==> config.mk <==
export PLATFORM = sky130hd
export DESIGN_NAME = least_run_count_task_scheduler
export DESIGN_NICKNAME = d
export VERILOG_FILES = /design/src/sv/lrcs_pkg.sv /design/src/sv/lrcs_pick.sv /design/src/sv/least_run_count_task_scheduler.sv
export SDC_FILE = /design/constraint.sdc
export NUM_CORES = 1
export LEC_CHECK = 0
export ABC_CLOCK_PERIOD_IN_PS = 9960
export BUFFER_PORTS_ARGS = -buffer_cell sky130_fd_sc_hd__buf_2
export CELL_PAD_IN_SITES_DETAIL_PLACEMENT = 0
export CELL_PAD_IN_SITES_GLOBAL_PLACEMENT = 1
export CORE_ASPECT_RATIO = 1.25
export CORE_MARGIN = 10
export CORE_UTILIZATION = 33
export CTS_BUF_LIST = sky130_fd_sc_hd__clkbuf_2 sky130_fd_sc_hd__clkbuf_4 sky130_fd_sc_hd__clkbuf_8
export CTS_CLUSTER_SIZE = 10
export DETAILED_ROUTE_END_ITERATION = 16
export GPL_ROUTABILITY_DRIVEN = 0
export MAX_ROUTING_LAYER = met4
export PLACE_DENSITY = 0.65
export SYNTH_ARGS = -nofsm -noshare
export SYNTH_HDL_FRONTEND = slang
export SYNTH_HIERARCHICAL = 1
export SYNTH_SLANG_ARGS = --single-unit
==> constraint.sdc <==
create_clock -name clk -period 9.96 [get_ports clk]
set_input_delay 1.992 -clock clk [delete_from_list [all_inputs] [get_ports clk]]
set_output_delay 1.992 -clock clk [all_outputs]
set_load 0.02 [all_outputs]
==> src/sv/lrcs_pkg.sv <==
// types and constants for the least run count task scheduler
// used by lrcs_pick and least_run_count_task_scheduler; depends on nothing

package lrcs_pkg;

	localparam int unsigned SLOT_W  = 4;
	localparam int unsigned CPU_W   = 2;
	localparam int unsigned ID_W    = 16;
	localparam int unsigned CNT_W   = 10;
	localparam int unsigned TICK_W  = 11;
	localparam int unsigned CFG_W   = 11;

	localparam logic [TICK_W-1:0] WAKE_PERIOD_RST = 11'd1500;
	localparam logic [CNT_W-1:0]  COUNT_WRAP_RST  = 10'd1000;
	localparam logic [ID_W-1:0]   NEXT_ID_RST     = 16'd2;

	// configuration register indexes
	localparam logic CFG_WAKE_PERIOD = 1'b0;
	localparam logic CFG_COUNT_WRAP  = 1'b1;

	// request codes
	localparam logic [2:0] REQ_CREATE   = 3'd0;
	localparam logic [2:0] REQ_TEARDOWN = 3'd1;
	localparam logic [2:0] REQ_TIMER    = 3'd2;
	localparam logic [2:0] REQ_YIELD    = 3'd3;
	localparam logic [2:0] REQ_ALARM    = 3'd4;

	typedef enum logic [2:0] {
		TS_UNUSED = 3'd0,
		TS_NEW    = 3'd1,
		TS_SLEEP  = 3'd3,
		TS_WAIT   = 3'd4,
		TS_RUN    = 3'd5
	} task_st_t;

	typedef struct packed {
		logic [2:0]        req_type;
		logic [SLOT_W-1:0] slot;
		logic [CPU_W-1:0]  cpu;
		logic              alarm_flag;
	} in_item_t;

	typedef struct packed {
		logic              picked_valid;
		logic [SLOT_W-1:0] picked_slot;
		logic [ID_W-1:0]   new_id;
		logic              error;
	} out_item_t;

	// control from the sequencer to the search unit
	typedef struct packed {
		logic clear;
		logic rd_en;
		logic cand;
		logic wr_en;
	} pick_ctl_t;

endpackage

==> src/sv/lrcs_pick.sv <==
// run count memory and the shared least-count compare unit
// one slot is read and compared per cycle; depends on lrcs_pkg

module lrcs_pick #(
	parameter int unsigned NUM_TASKS = 16,
	parameter int unsigned TW = 4
) (
	input  logic                          clk,
	input  logic                          arst_n,
	input  lrcs_pkg::pick_ctl_t           ctl,
	input  logic [TW-1:0]                 rd_addr,
	input  logic [TW-1:0]                 wr_addr,
	input  logic [lrcs_pkg::CNT_W-1:0]    wr_data,
	output logic                          found,
	output logic [TW-1:0]                 best_slot,
	output logic [lrcs_pkg::CNT_W-1:0]    best_cnt
);

	logic [lrcs_pkg::CNT_W-1:0] cnt_mem [NUM_TASKS];
	logic [lrcs_pkg::CNT_W-1:0] rd_s1;
	logic [TW-1:0]              idx_s1;
	logic                       vld_s1;
	logic                       cand_s1;
	logic                       found_q;
	logic [TW-1:0]              best_idx_q;
	logic [lrcs_pkg::CNT_W-1:0] best_cnt_q;
	logic                       better;

	always_ff @(posedge clk) begin
		if (ctl.wr_en) begin
			cnt_mem[wr_addr] <= wr_data;
		end
	end

	always_ff @(posedge clk) begin
		if (ctl.rd_en) begin
			rd_s1 <= cnt_mem[rd_addr];
		end
		idx_s1  <= rd_addr;
		cand_s1 <= ctl.cand;
	end

	always_ff @(posedge clk or negedge arst_n) begin
		if (!arst_n) begin
			vld_s1 <= 1'b0;
		end else begin
			vld_s1 <= ctl.rd_en;
		end
	end

	// strict less keeps the lowest slot on a tie
	assign better = vld_s1 && cand_s1 && (!found_q || (rd_s1 < best_cnt_q));

	always_ff @(posedge clk or negedge arst_n) begin
		if (!arst_n) begin
			found_q <= 1'b0;
		end else if (ctl.clear) begin
			found_q <= 1'b0;
		end else if (better) begin
			found_q <= 1'b1;
		end
	end

	always_ff @(posedge clk) begin
		if (better) begin
			best_idx_q <= idx_s1;
			best_cnt_q <= rd_s1;
		end
	end

	assign found     = found_q;
	assign best_slot = best_idx_q;
	assign best_cnt  = best_cnt_q;

endmodule

==> src/sv/least_run_count_task_scheduler.sv <==
// Task table scheduler for several CPUs. Create, teardown and alarm requests go from
// acceptance straight to the done state. A timer or yield trap with a valid CPU first
// updates the table in its accept cycle; the search then walks the run count memory
// one slot per cycle through a single compare unit, drains, and then dispatches the
// least-count candidate. in_stall is high for the whole time an item is in work; a
// finished result waits in the output register.
// depends on lrcs_pkg and lrcs_pick

module least_run_count_task_scheduler #(
	parameter int unsigned NUM_TASKS = 16,
	parameter int unsigned NUM_CPUS  = 4
) (
	input  logic                       clk,
	input  logic                       arst_n,
	input  logic                       in_valid,
	output logic                       in_stall,
	input  lrcs_pkg::in_item_t         in_item,
	output logic                       out_valid,
	input  logic                       out_stall,
	output lrcs_pkg::out_item_t        out_item,
	input  logic                       cfg_we,
	input  logic                       cfg_index,
	input  logic [lrcs_pkg::CFG_W-1:0] cfg_data
);

	localparam int unsigned TW = (NUM_TASKS > 1) ? $clog2(NUM_TASKS) : 1;
	localparam int unsigned CW = (NUM_CPUS > 1) ? $clog2(NUM_CPUS) : 1;

	typedef enum logic [4:0] {
		ST_IDLE  = 5'b00001,
		ST_SCAN  = 5'b00010,
		ST_DRAIN = 5'b00100,
		ST_DISP  = 5'b01000,
		ST_DONE  = 5'b10000
	} fsm_t;

	fsm_t state_q;

	logic [lrcs_pkg::TICK_W-1:0] wake_period_q;
	logic [lrcs_pkg::CNT_W-1:0]  count_wrap_q;
	logic [lrcs_pkg::TICK_W-1:0] tick_q;
	logic [lrcs_pkg::ID_W-1:0]   next_id_q;

	lrcs_pkg::task_st_t ts_q    [NUM_TASKS];
	logic               alarm_q [NUM_TASKS];
	logic               doom_q  [NUM_TASKS];
	lrcs_pkg::task_st_t ts_trap [NUM_TASKS];
	logic               al_trap [NUM_TASKS];
	logic               dm_trap [NUM_TASKS];

	logic          cur_v_q [NUM_CPUS];
	logic [TW-1:0] cur_s_q [NUM_CPUS];

	logic [TW-1:0] scan_q;
	logic [CW-1:0] cpu_q;
	lrcs_pkg::out_item_t res_q;
	lrcs_pkg::out_item_t res_acc;
	lrcs_pkg::out_item_t out_q;
	logic                out_valid_q;

	logic                        accept;
	logic [TW-1:0]               sidx;
	logic [CW-1:0]               cidx;
	logic                        slot_ok;
	logic                        slot_used;
	logic                        cpu_ok;
	logic                        is_trap;
	logic                        is_timer;
	logic                        have;
	logic [TW-1:0]               cs;
	logic [lrcs_pkg::TICK_W-1:0] tick_inc;
	logic                        wake;
	logic                        create_ok;
	logic                        scan_last;
	logic                        out_free;

	lrcs_pkg::pick_ctl_t        pctl;
	logic [TW-1:0]              wr_addr;
	logic [lrcs_pkg::CNT_W-1:0] wr_data;
	logic                       found;
	logic [TW-1:0]              best_slot;
	logic [lrcs_pkg::CNT_W-1:0] best_cnt;
	logic [lrcs_pkg::CNT_W-1:0] cnt_next;

	assign accept    = in_valid && !in_stall;
	assign in_stall  = (state_q != ST_IDLE);
	assign sidx      = TW'(in_item.slot);
	assign cidx      = CW'(in_item.cpu);
	assign slot_ok   = (32'(in_item.slot) < NUM_TASKS);
	assign slot_used = slot_ok && (ts_q[sidx] != lrcs_pkg::TS_UNUSED);
	assign cpu_ok    = (32'(in_item.cpu) < NUM_CPUS);
	assign is_trap   = (in_item.req_type inside {lrcs_pkg::REQ_TIMER, lrcs_pkg::REQ_YIELD});
	assign is_timer  = (in_item.req_type == lrcs_pkg::REQ_TIMER);
	assign have      = cur_v_q[cidx];
	assign cs        = cur_s_q[cidx];
	assign tick_inc  = tick_q + 1'b1;
	assign wake      = is_timer && (tick_inc >= wake_period_q);
	assign create_ok = (in_item.req_type == lrcs_pkg::REQ_CREATE) && slot_ok && !slot_used;
	assign scan_last = (scan_q == TW'(NUM_TASKS - 1));
	assign out_free  = !out_valid_q || !out_stall;
	assign cnt_next  = (best_cnt >= count_wrap_q) ? '0 : best_cnt + 1'b1;

	// table as a trap leaves it: park, wake, sleep, free
	always_comb begin
		for (int i = 0; i < NUM_TASKS; i++) begin
			ts_trap[i] = ts_q[i];
			al_trap[i] = alarm_q[i];
			dm_trap[i] = doom_q[i];
		end
		if (have) begin
			ts_trap[cs] = lrcs_pkg::TS_WAIT;
		end
		if (wake) begin
			for (int i = 0; i < NUM_TASKS; i++) begin
				if (ts_trap[i] == lrcs_pkg::TS_SLEEP) begin
					ts_trap[i] = lrcs_pkg::TS_WAIT;
					al_trap[i] = 1'b0;
				end
			end
		end
		if (!is_timer && have && alarm_q[cs]) begin
			ts_trap[cs] = lrcs_pkg::TS_SLEEP;
		end
		if (have && doom_q[cs]) begin
			ts_trap[cs] = lrcs_pkg::TS_UNUSED;
			al_trap[cs] = 1'b0;
			dm_trap[cs] = 1'b0;
		end
	end

	always_ff @(posedge clk or negedge arst_n) begin
		if (!arst_n) begin
			wake_period_q <= lrcs_pkg::WAKE_PERIOD_RST;
			count_wrap_q  <= lrcs_pkg::COUNT_WRAP_RST;
		end else if (cfg_we) begin
			case (cfg_index)
				lrcs_pkg::CFG_WAKE_PERIOD: wake_period_q <= cfg_data;
				lrcs_pkg::CFG_COUNT_WRAP: count_wrap_q <= cfg_data[lrcs_pkg::CNT_W-1:0];
				default: ;
			endcase
		end
	end

	always_ff @(posedge clk or negedge arst_n) begin
		if (!arst_n) begin
			for (int i = 0; i < NUM_TASKS; i++) begin
				ts_q[i]    <= lrcs_pkg::TS_UNUSED;
				alarm_q[i] <= 1'b0;
				doom_q[i]  <= 1'b0;
			end
		end else if (accept) begin
			case (in_item.req_type)
				lrcs_pkg::REQ_CREATE: begin
					if (create_ok) begin
						ts_q[sidx]    <= lrcs_pkg::TS_NEW;
						alarm_q[sidx] <= 1'b0;
						doom_q[sidx]  <= 1'b0;
					end
				end
				lrcs_pkg::REQ_TEARDOWN: begin
					if (slot_used) begin
						doom_q[sidx] <= 1'b1;
					end
				end
				lrcs_pkg::REQ_ALARM: begin
					if (slot_used) begin
						alarm_q[sidx] <= in_item.alarm_flag;
					end
				end
				lrcs_pkg::REQ_TIMER, lrcs_pkg::REQ_YIELD: begin
					if (cpu_ok) begin
						for (int i = 0; i < NUM_TASKS; i++) begin
							ts_q[i]    <= ts_trap[i];
							alarm_q[i] <= al_trap[i];
							doom_q[i]  <= dm_trap[i];
						end
					end
				end
				default: ;
			endcase
		end else if (state_q == ST_DISP && found) begin
			ts_q[best_slot] <= lrcs_pkg::TS_RUN;
		end
	end

	always_ff @(posedge clk or negedge arst_n) begin
		if (!arst_n) begin
			tick_q    <= '0;
			next_id_q <= lrcs_pkg::NEXT_ID_RST;
		end else if (accept) begin
			if (create_ok) begin
				next_id_q <= next_id_q + 1'b1;
			end
			if (is_timer && cpu_ok) begin
				tick_q <= wake ? '0 : tick_inc;
			end
		end
	end

	always_ff @(posedge clk or negedge arst_n) begin
		if (!arst_n) begin
			for (int i = 0; i < NUM_CPUS; i++) begin
				cur_v_q[i] <= 1'b0;
				cur_s_q[i] <= '0;
			end
		end else if (state_q == ST_DISP) begin
			cur_v_q[cpu_q] <= found;
			cur_s_q[cpu_q] <= found ? best_slot : '0;
		end
	end

	// sequencer
	always_ff @(posedge clk or negedge arst_n) begin
		if (!arst_n) begin
			state_q <= ST_IDLE;
			scan_q  <= '0;
		end else begin
			case (state_q)
				ST_IDLE: begin
					if (accept) begin
						scan_q  <= '0;
						state_q <= (is_trap && cpu_ok) ? ST_SCAN : ST_DONE;
					end
				end
				ST_SCAN: begin
					if (scan_last) begin
						state_q <= ST_DRAIN;
					end else begin
						scan_q <= scan_q + 1'b1;
					end
				end
				ST_DRAIN: state_q <= ST_DISP;
				ST_DISP:  state_q <= ST_DONE;
				ST_DONE: begin
					if (out_free) begin
						state_q <= ST_IDLE;
					end
				end
				default: state_q <= ST_IDLE;
			endcase
		end
	end

	// result fields known at acceptance
	always_comb begin
		res_acc = '0;
		case (in_item.req_type)
			lrcs_pkg::REQ_CREATE: begin
				res_acc.error  = !create_ok;
				res_acc.new_id = create_ok ? next_id_q : '0;
			end
			lrcs_pkg::REQ_TEARDOWN, lrcs_pkg::REQ_ALARM: res_acc.error = !slot_used;
			default: ;
		endcase
	end

	always_ff @(posedge clk) begin
		if (accept) begin
			cpu_q <= cidx;
			res_q <= res_acc;
		end else if (state_q == ST_DISP) begin
			res_q <= '{
				picked_valid: found,
				picked_slot:  found ? lrcs_pkg::SLOT_W'(best_slot) : '0,
				new_id:       '0,
				error:        1'b0
			};
		end
	end

	always_ff @(posedge clk or negedge arst_n) begin
		if (!arst_n) begin
			out_valid_q <= 1'b0;
		end else if (state_q == ST_DONE && out_free) begin
			out_valid_q <= 1'b1;
		end else if (!out_stall) begin
			out_valid_q <= 1'b0;
		end
	end

	always_ff @(posedge clk) begin
		if (state_q == ST_DONE && out_free) begin
			out_q <= res_q;
		end
	end

	assign out_valid = out_valid_q;
	assign out_item  = out_q;

	always_comb begin
		pctl.clear = accept;
		pctl.rd_en = (state_q == ST_SCAN);
		pctl.cand  = (ts_q[scan_q] == lrcs_pkg::TS_NEW) || (ts_q[scan_q] == lrcs_pkg::TS_WAIT);
		pctl.wr_en = (accept && create_ok) || (state_q == ST_DISP && found);
	end

	assign wr_addr = (state_q == ST_DISP) ? best_slot : sidx;
	assign wr_data = (state_q == ST_DISP) ? cnt_next : '0;

	lrcs_pick #(
		.NUM_TASKS (NUM_TASKS),
		.TW        (TW)
	) u_pick (
		.clk       (clk),
		.arst_n    (arst_n),
		.ctl       (pctl),
		.rd_addr   (scan_q),
		.wr_addr   (wr_addr),
		.wr_data   (wr_data),
		.found     (found),
		.best_slot (best_slot),
		.best_cnt  (best_cnt)
	);

	a_state_onehot: assert property (@(posedge clk) disable iff (!arst_n)
		$onehot(state_q))
		else $error("sequencer state not one-hot");

	a_trap_scans: assert property (@(posedge clk) disable iff (!arst_n)
		(accept && is_trap && cpu_ok) |=> (state_q == ST_SCAN && scan_q == '0))
		else $error("trap did not start the slot walk");

	a_pick_is_candidate: assert property (@(posedge clk) disable iff (!arst_n)
		(state_q == ST_DISP && found) |->
		(ts_q[best_slot] == lrcs_pkg::TS_NEW || ts_q[best_slot] == lrcs_pkg::TS_WAIT))
		else $error("dispatched slot is not new or waiting");

	a_pick_no_error: assert property (@(posedge clk) disable iff (!arst_n)
		(out_valid && out_item.picked_valid) |-> (!out_item.error && out_item.new_id == '0))
		else $error("dispatch item carries create or error fields");

endmodule

==> flow_metrics.py, run 1 <==
metrics = {
    "routing": {
        "finalWirelength_um": 56900,
        "drc_errors": 0,
        "route.antenna.remaining_nets": 0,
        "via_per_inst": 5.50,
        "vias": 14200,
        "wl_per_cell_um": 22.1,
        "first_iter_violations": 1109,
        "drt-pass1-iter-count": 5,
    },
    "global_route": {
        "grt.overflow.total": 0,
        "grt_use_total_pct": 16.7,
        "antenna_found_initial": 4,
        "grt_max_degree": 65,
        "grt_pass1_wl_um": 87800,
        "grt_pass1_vias": 14500,
    },
    "logic_synthesis": {
        "synthFlopType": "edfxtp_1",
        "syn_nets": 1759,
        "yosysWarnings": 6,
        "synth_cell_types": 82,
        "seq_area_frac_synth_pct": 56.0,
        "synth-compound-area-share_pct": 13.6,
        "synthSimpleGateAreaFrac_pct": 13.8,
        "synth_adder_area_share_pct": 2.17,
        "synthMuxAreaShare_pct": 9.37,
        "synth-edff-count": 225,
        "syn_area_um2": 19600,
        "synthArstFlopShare_pct": 40.5,
        "synthXorXnorAreaFrac_pct": 1.61,
        "syn_avg_cell_area_um2": 11.5,
        "synth_top_family_by_area": "simple AND/OR/NAND/NOR gates",
        "synthCells": 1698,
        "ys_ff_latch": 395,
    },
    "critical_path": {
        "critical_path_class": "in -> reg",
        "crit_path_start_kind": "input pin",
        "reg2reg_setup_slack_ps": 5670,
        "cp-startpoint": "in_item[3]",
        "rr_endpoint": "u_pick/cnt_mem[1][2]",
        "path_max_fanout": 15,
        "crit_path_end_kind": "flop",
        "reg2regPathDepth": 9,
        "rr_startpoint": "ts_q[45]",
        "worstPathArrival_ps": 5320,
        "required_ps": 10220,
    },
    "status": {
        "status": "complete, no violations",
    },
    "pwr": {
        "ir_drop_mv": 0.153,
        "powerDensity_nw_per_um2": 202,
        "p_sw_mw": 1.38,
        "p_int_mw": 3.11,
        "switching_share_pct": 30.7,
        "power_frac_comb_pct": 17.9,
        "seqPwrFrac_pct": 46.7,
        "p_leak_nw": 8.46,
        "finalPower_mw": 4.48,
        "clkPwrFrac_pct": 35.4,
    },
    "placement": {
        "dp_hpwl_um": 39000,
        "pre_cts_slack_ps": 4220,
        "port_buffers": 50,
    },
    "timing": {
        "finalCriticalPeriod_ps": 5060,
        "holdWs_ps": 402,
        "setup_viol": 0,
        "fmax_mhz": 198,
        "min_period_over_period_pct": 50.8,
        "finClkSkew_ps": 36.9,
        "finalMaxSlewViolations": 0,
        "slew_headroom_pct": 24.2,
        "worst_slew_pin_slew_ps": 1140,
        "hold_viol": 0,
        "fin_ws_ps": 4900,
        "rsz0062_at_grt": "no",
        "tns_ps": 0,
    },
    "finish": {
        "final_core_util_pct": 37.8,
        "final_common_cell": "edfxtp_1",
        "drive_gt1_share_pct": 17.0,
        "synthToLayoutAreaGrowth_pct": 13.1,
        "final_cell_mix": "edfxtp_1, nand2_1, dfrtp_1",
        "final.fill_count": 5686,
        "final_nets": 1823,
    },
    "clocking": {
        "cts_sinks": 395,
        "cts_made_buffers": 67,
        "htreeDepth": 3,
        "cts_resized": 0,
        "ctsRootBufferMaster": "clkbuf_8",
        "cts_tree": "built",
        "cts.reportedPaths.clkPinSlew_ps": 70,
        "cts_setup_buffers": 0,
        "cts.path.max_buffers": 3,
        "postCtsHoldBufs": 0,
        "insertion_delay_ps": 650,
    },
    "die": {
        "start_util_pct": 33.4,
        "placementRows": 99,
        "die_area_um2": 69600,
        "pin_count": 51,
        "die-width_um": 238,
        "die_y_um": 292,
        "fp.coreArea_um2": 58600,
    },
    "min_path": {
        "hold_start": "u_pick/idx_s1[0]",
        "worstHoldPathCells": 0,
        "whs_endpoint": "u_pick/best_slot[0]",
        "hold_path.class": "reg -> reg",
    },
    "run": {
        "drv_cap": 0,
    },
}
-- worst max path at each step --
stage	to	slack [ps]
2_1_floorplan	u_pick/cnt_mem[0][0]	4710
3_3_place_gp	u_pick/cnt_mem[3][0]	4270
3_5_place_dp	u_pick/cnt_mem[1][1]	4220
4_1_cts	u_pick/cnt_mem[3][2]	4910
5_1_grt	u_pick/cnt_mem[1][4]	4630
6_report	u_pick/cnt_mem[1][2]	4900
-- worst max-delay path: stages --
cell and delay [ps]:
buf_2 270, mux4_2 570, a2bb2oi_2 280, and2_1 260
and3_1 440, inv_1 150, nand2_1 240, or3b_1 440
nor2_1 660
-- state kept, by name (all words and copies together) (netlist names), 2 cells and up --
register	count
u_pick/best_slot	4
out_item	22
wake_period_q	11
u_pick/cnt_mem	160
tick_q	11
u_pick/idx_s1	4
count_wrap_q	10
doom_q	16
u_pick/rd_s1	10
cur_s_q	16
scan_q	4
next_id_q	16
cpu_q	2
ts_q	48
cur_v_q	4
alarm_q	16
state_q	5
u_pick/best_cnt	10
res_q	22
-- cell families (layout without fill, tap and decap cells) --
kind of cell / count (synthesis) / after routing
simple gates: 570 / 570
compound gates: 407 / 407
fa+ha+maj: 34 / 34
mux: 103 / 103
flops: 395 / 395
xor+xnor: 36 / 36
other cells: 0 / 3
buf+inv: 153 / 268
-- routing by layer --
layer | wire length (um) | vias to the layer above | track usage (%) | part of all wire [%]
li1 | - | 6501 | - | -
met1 | 22900 | 7040 | 19.4 | 40
met2 | 28400 | 479 | 27.6 | 50
met3 | 3250 | 140 | 3.20 | 5.7
met4 | 2340 | 0 | 8.01 | 4.1
met5 | 0 | - | - | 0
-- power groups by stage --
stage          Sequential (mW)  Clock [mW]  Combinational [mW]
2_1_floorplan             2.05           0               0.583
3_3_place_gp              2.11           0               0.796
3_5_place_dp              2.12           0               0.803
4_1_cts                   2.09        1.63               0.807
5_1_grt                   2.12        1.71               0.884
6_report                  2.09        1.59               0.804
-- through the flow --
stage          area [um2]  std cells
2_1_floorplan       19600       1698
3_3_place_gp        20700       2450
3_5_place_dp        20700       2450
4_1_cts             22100       2570
5_1_grt             22200       2573
6_report            22200       2573
-- cell usage after synthesis (all sizes together) (7+ instances only) --
| cell type | n | area share, % |
|---|---|---|
| mux2 | 24 | 1.4 |
| nor3 | 39 | 1.0 |
| or2 | 9 | 0.29 |
| dfxtp | 10 | 1.0 |
| a32o | 8 | 0.41 |
| buf | 35 | 1.1 |
| nand2 | 194 | 3.7 |
| xnor2 | 16 | 0.72 |
| and2 | 26 | 0.83 |
| a211oi | 8 | 0.33 |
| xor2 | 20 | 0.89 |
| edfxtp | 225 | 34 |
| o21a | 9 | 0.34 |
| inv | 65 | 1.2 |
| nand3 | 68 | 1.7 |
| nor2b | 26 | 0.83 |
| clkbuf | 53 | 1.0 |
| o21ai | 104 | 2.7 |
| mux4 | 56 | 6.8 |
| o31ai | 20 | 0.77 |
| a21o | 21 | 0.80 |
| a31oi | 20 | 0.64 |
| a311oi | 7 | 0.31 |
| and3 | 16 | 0.54 |
| o22a | 14 | 0.63 |
| nand3b | 8 | 0.31 |
| mux2i | 23 | 1.2 |
| or3 | 10 | 0.32 |
| a21oi | 96 | 2.5 |
| dfstp | 15 | 2.0 |
| dfrtp | 145 | 19 |
| ha | 34 | 2.2 |
| a41oi | 7 | 0.31 |
| a22oi | 31 | 1.2 |
| nor2 | 129 | 2.5 |
| a32oi | 9 | 0.40 |
| nand2b | 15 | 0.48 |
| nand4 | 12 | 0.38 |
-- final cells by class --
type | instances | area (um2) | area share [%]
Tap cell | 757 | 947 | 4.28
Clock inverter | 29 | 297 | 1.34
Multi-Input combinational cell | 1150 | 8000 | 36.1
Timing Repair Buffer | 83 | 504 | 2.28
Clock buffer | 91 | 1170 | 5.29
Sequential cell | 395 | 11000 | 49.6
Antenna cell | 3 | 7.51 | 0.0339
Inverter | 65 | 244 | 1.10
No activity file was read; power rests on OpenSTA's default activity.
==> inputs of run 2 (changes only) <==
--- a/config.mk
+++ b/config.mk
@@ -5,7 +5,8 @@
 export SDC_FILE = /design/constraint.sdc
 export NUM_CORES = 1
 export LEC_CHECK = 0
-export ABC_CLOCK_PERIOD_IN_PS = 9960
+export ABC_AREA = 1
+export ABC_CLOCK_PERIOD_IN_PS = 4450
 export BUFFER_PORTS_ARGS = -buffer_cell sky130_fd_sc_hd__buf_2
 export CELL_PAD_IN_SITES_DETAIL_PLACEMENT = 0
 export CELL_PAD_IN_SITES_GLOBAL_PLACEMENT = 1
@@ -17,7 +18,7 @@
 export DETAILED_ROUTE_END_ITERATION = 16
 export GPL_ROUTABILITY_DRIVEN = 0
 export MAX_ROUTING_LAYER = met4
-export PLACE_DENSITY = 0.65
+export PLACE_DENSITY = 0.7
 export SYNTH_ARGS = -nofsm -noshare
 export SYNTH_HDL_FRONTEND = slang
 export SYNTH_HIERARCHICAL = 1
==> constraint.sdc (replaced) <==
create_clock -name clk -period 4.45 [get_ports clk]
set_input_delay 0.89 -clock clk [delete_from_list [all_inputs] [get_ports clk]]
set_output_delay 0.89 -clock clk [all_outputs]
set_load 0.02 [all_outputs]
==> run 2 against run 1 <==
Sequential power grew 140%. Critical path depth grew 11. Cell area grew 8.6%. Synthesized area grew 8.6%. Via count grew 28%. Count of clock-buffer cells in the layout grew 22. Combinational power grew to 4.3 times the previous value. Final cell count grew 39%. Non-clock buffer count grew 22.
==> flow_metrics.py, run 2 <==
metrics = {
    "status": {
        "status": "complete, no violations",
    },
    "critical_path": {
        "critical_path_class": "reg -> reg",
        "worstPathArrival_ps": 4150,
        "crit_family": "simple AND/OR/NAND/NOR gates",
        "path_max_fanout": 30,
        "path_cells": "ha_1 > nand3_1 > nor3_1 > nand2_1 > nor3_1 > xor2_1 > inv_1 > ha_1 > nand3_1 > nand3_1 > nand2_1 > a21oi_4 > buf_4 > nand3_1 > nand2_1 > nand2_1 > nand2_1 > nand2_1 > nand2_1 > nand2_1",
        "cp_num_buf_inv": 2,
        "cpPeakStageDelay_ps": 440,
        "crit_path_start_kind": "flop",
        "crit_top_cell": "nand2_1",
        "crit_path_end_kind": "flop",
        "crit_path_top_delay_cell": "buf_4",
        "required_ps": 4970,
    },
    "logic_synthesis": {
        "synth-edff-count": 225,
        "synthXorXnorAreaFrac_pct": 1.28,
        "synth_top_family_by_area": "simple AND/OR/NAND/NOR gates",
        "synth_area_leaders": "edfxtp_1, dfrtp_1, nand2_1",
        "synth.top_cells.by_count": "nand2_1, inv_1, nor2_1",
        "synthFlopType": "edfxtp_1",
        "yosysWarnings": 6,
        "yosysMostFrequentCell": "nand2_1",
        "seq_area_frac_synth_pct": 51.6,
        "syn_nets": 2652,
        "synthArstFlopShare_pct": 40.5,
        "synth_cell_types": 48,
        "synthMuxAreaShare_pct": 0,
        "synthSimpleGateAreaFrac_pct": 23.0,
        "synth_top_area_cell": "edfxtp_1",
        "synth_top_area_share_pct": 31.7,
        "synthCells": 2591,
        "syn_area_um2": 21300,
        "synth_adder_area_share_pct": 2.00,
        "syn_avg_cell_area_um2": 8.22,
        "synth-compound-area-share_pct": 13.1,
        "ys_ff_latch": 395,
    },
    "routing": {
        "first_iter_violations": 1420,
        "via_per_inst": 5.07,
        "drt-pass1-iter-count": 5,
        "finalWirelength_um": 67400,
        "drc_errors": 0,
        "route.antenna.remaining_nets": 0,
        "vias": 18200,
        "wl_per_cell_um": 18.8,
    },
    "timing": {
        "min_period_over_period_pct": 81.6,
        "worst_slew_pin_slew_ps": 1220,
        "hold_viol": 0,
        "holdWs_ps": 352,
        "finClkSkew_ps": 50.4,
        "setup_viol": 0,
        "fmax_mhz": 276,
        "finalMaxSlewViolations": 0,
        "slew_headroom_pct": 18.6,
        "rsz0062_at_grt": "no",
        "finalCriticalPeriod_ps": 3630,
        "tns_ps": 0,
    },
    "finish": {
        "regMostFlops": "u_pick/cnt_mem",
        "final_nets": 2733,
        "reg.largest.list": "u_pick/cnt_mem x160, ts_q x48",
        "synthToLayoutAreaGrowth_pct": 13.0,
        "drive_gt1_share_pct": 11.5,
        "final_cell_mix": "nand2_1, inv_1, nor2_1",
        "largest_reg_flops": 160,
        "finalInstanceArea_um2": 24100,
        "final_common_cell": "nand2_1",
        "final_core_util_pct": 37.5,
    },
    "run": {
        "drv_cap": 0,
    },
    "pwr": {
        "powerDensity_nw_per_um2": 500,
        "ir_drop_mv": 0.240,
        "p_leak_nw": 10.6,
    },
    "global_route": {
        "grt_use_total_pct": 18.2,
        "grt.overflow.total": 0,
        "grt_pass1_wl_um": 104000,
        "grt_pass1_vias": 17900,
        "grt_max_degree": 105,
        "antenna_found_initial": 3,
    },
    "die": {
        "die-width_um": 247,
        "fp.coreArea_um2": 64200,
        "start_util_pct": 33.2,
        "die_area_um2": 75100,
        "pin_count": 51,
        "placementRows": 104,
        "die_y_um": 304,
    },
    "clocking": {
        "cts_sinks": 395,
        "cts_tree": "built",
        "ctsRootBufferMaster": "clkbuf_8",
        "cts.reportedPaths.clkPinSlew_ps": 60,
        "insertion_delay_ps": 680,
        "htreeDepth": 3,
        "cts_made_buffers": 72,
        "cts_setup_buffers": 0,
        "cts.path.max_buffers": 3,
        "cts_resized": 0,
        "postCtsHoldBufs": 0,
    },
    "placement": {
        "dp_hpwl_um": 46600,
        "port_buffers": 50,
        "placedInstanceArea_um2": 22600,
    },
    "min_path": {
        "hold_path.class": "in -> async",
    },
}
## run 2: changes by cell type after synthesis, moves of 36 or more
cell / delta
nor2_1: +126
a21oi_1: +59
mux4_2: -36
nand3_1: +113
o21ai_0: +79
o211ai_1: +62
inv_1: +278
nand2_1: +469
## run 2: stage by stage
step | total power [mW] | instances | setup WS (ps)
global route | 12.8 | 3579 | 461
detailed placement | 8.47 | 3446 | 785
finish | 12.0 | 3579 | 820
global placement | 8.39 | 3446 | 837
CTS | 12.1 | 3578 | 818
floorplan | 7.41 | 2591 | 1340
## run 2: cell type report
cell class,instances,area (um2)
well taps,848,1060
inverters,365,1370
flip-flops and latches,395,11000
clock inverters,19,125
clock buffers,113,1370
repair buffers,105,694
multi-input cells,1733,8450
diodes,1,2.50
fillers,6577,40100
## run 2: power breakdown
group          internal, mW  switching, mW
logic                  1.11           2.31
registers              4.45          0.556
clock network          1.98           1.62
total                  7.54           4.48
## run 2: per-layer routing
layer / part of all wire, % / GRT usage [%] / vias to the layer above
li1: - / - / 8744
met1: 40 / 20.7 / 8674
met2: 51 / 31.0 / 561
met3: 4.9 / 2.64 / 178
met4: 4.3 / 8.70 / 0
met5: 0 / - / -
## run 2: path summary, 6_finish.rpt
path / slack [ps] / from / end / cells after the start
max in group asynchronous: 3160 / arst_n / next_id_q[1] / 2
worst min register to register: 410 / u_pick/idx_s1[1] / u_pick/best_slot[1] / 0
worst min-delay path: 350 / arst_n / count_wrap_q[1] / 1
min in group clk: 410 / u_pick/idx_s1[1] / u_pick/best_slot[1] / 0
worst max register to register: 820 / tick_q[0] / ts_q[25] / 20
worst max-delay path: 820 / tick_q[0] / ts_q[25] / 20
## run 2: kinds of logic after synthesis
kind of cell / count (synthesis)
AO/OA/AOI/OAI: 490
XOR/XNOR: 31
AND/OR/NAND/NOR: 1178
adder cells (fa/ha/maj): 34
buffers and inverters: 463
flip-flops: 395
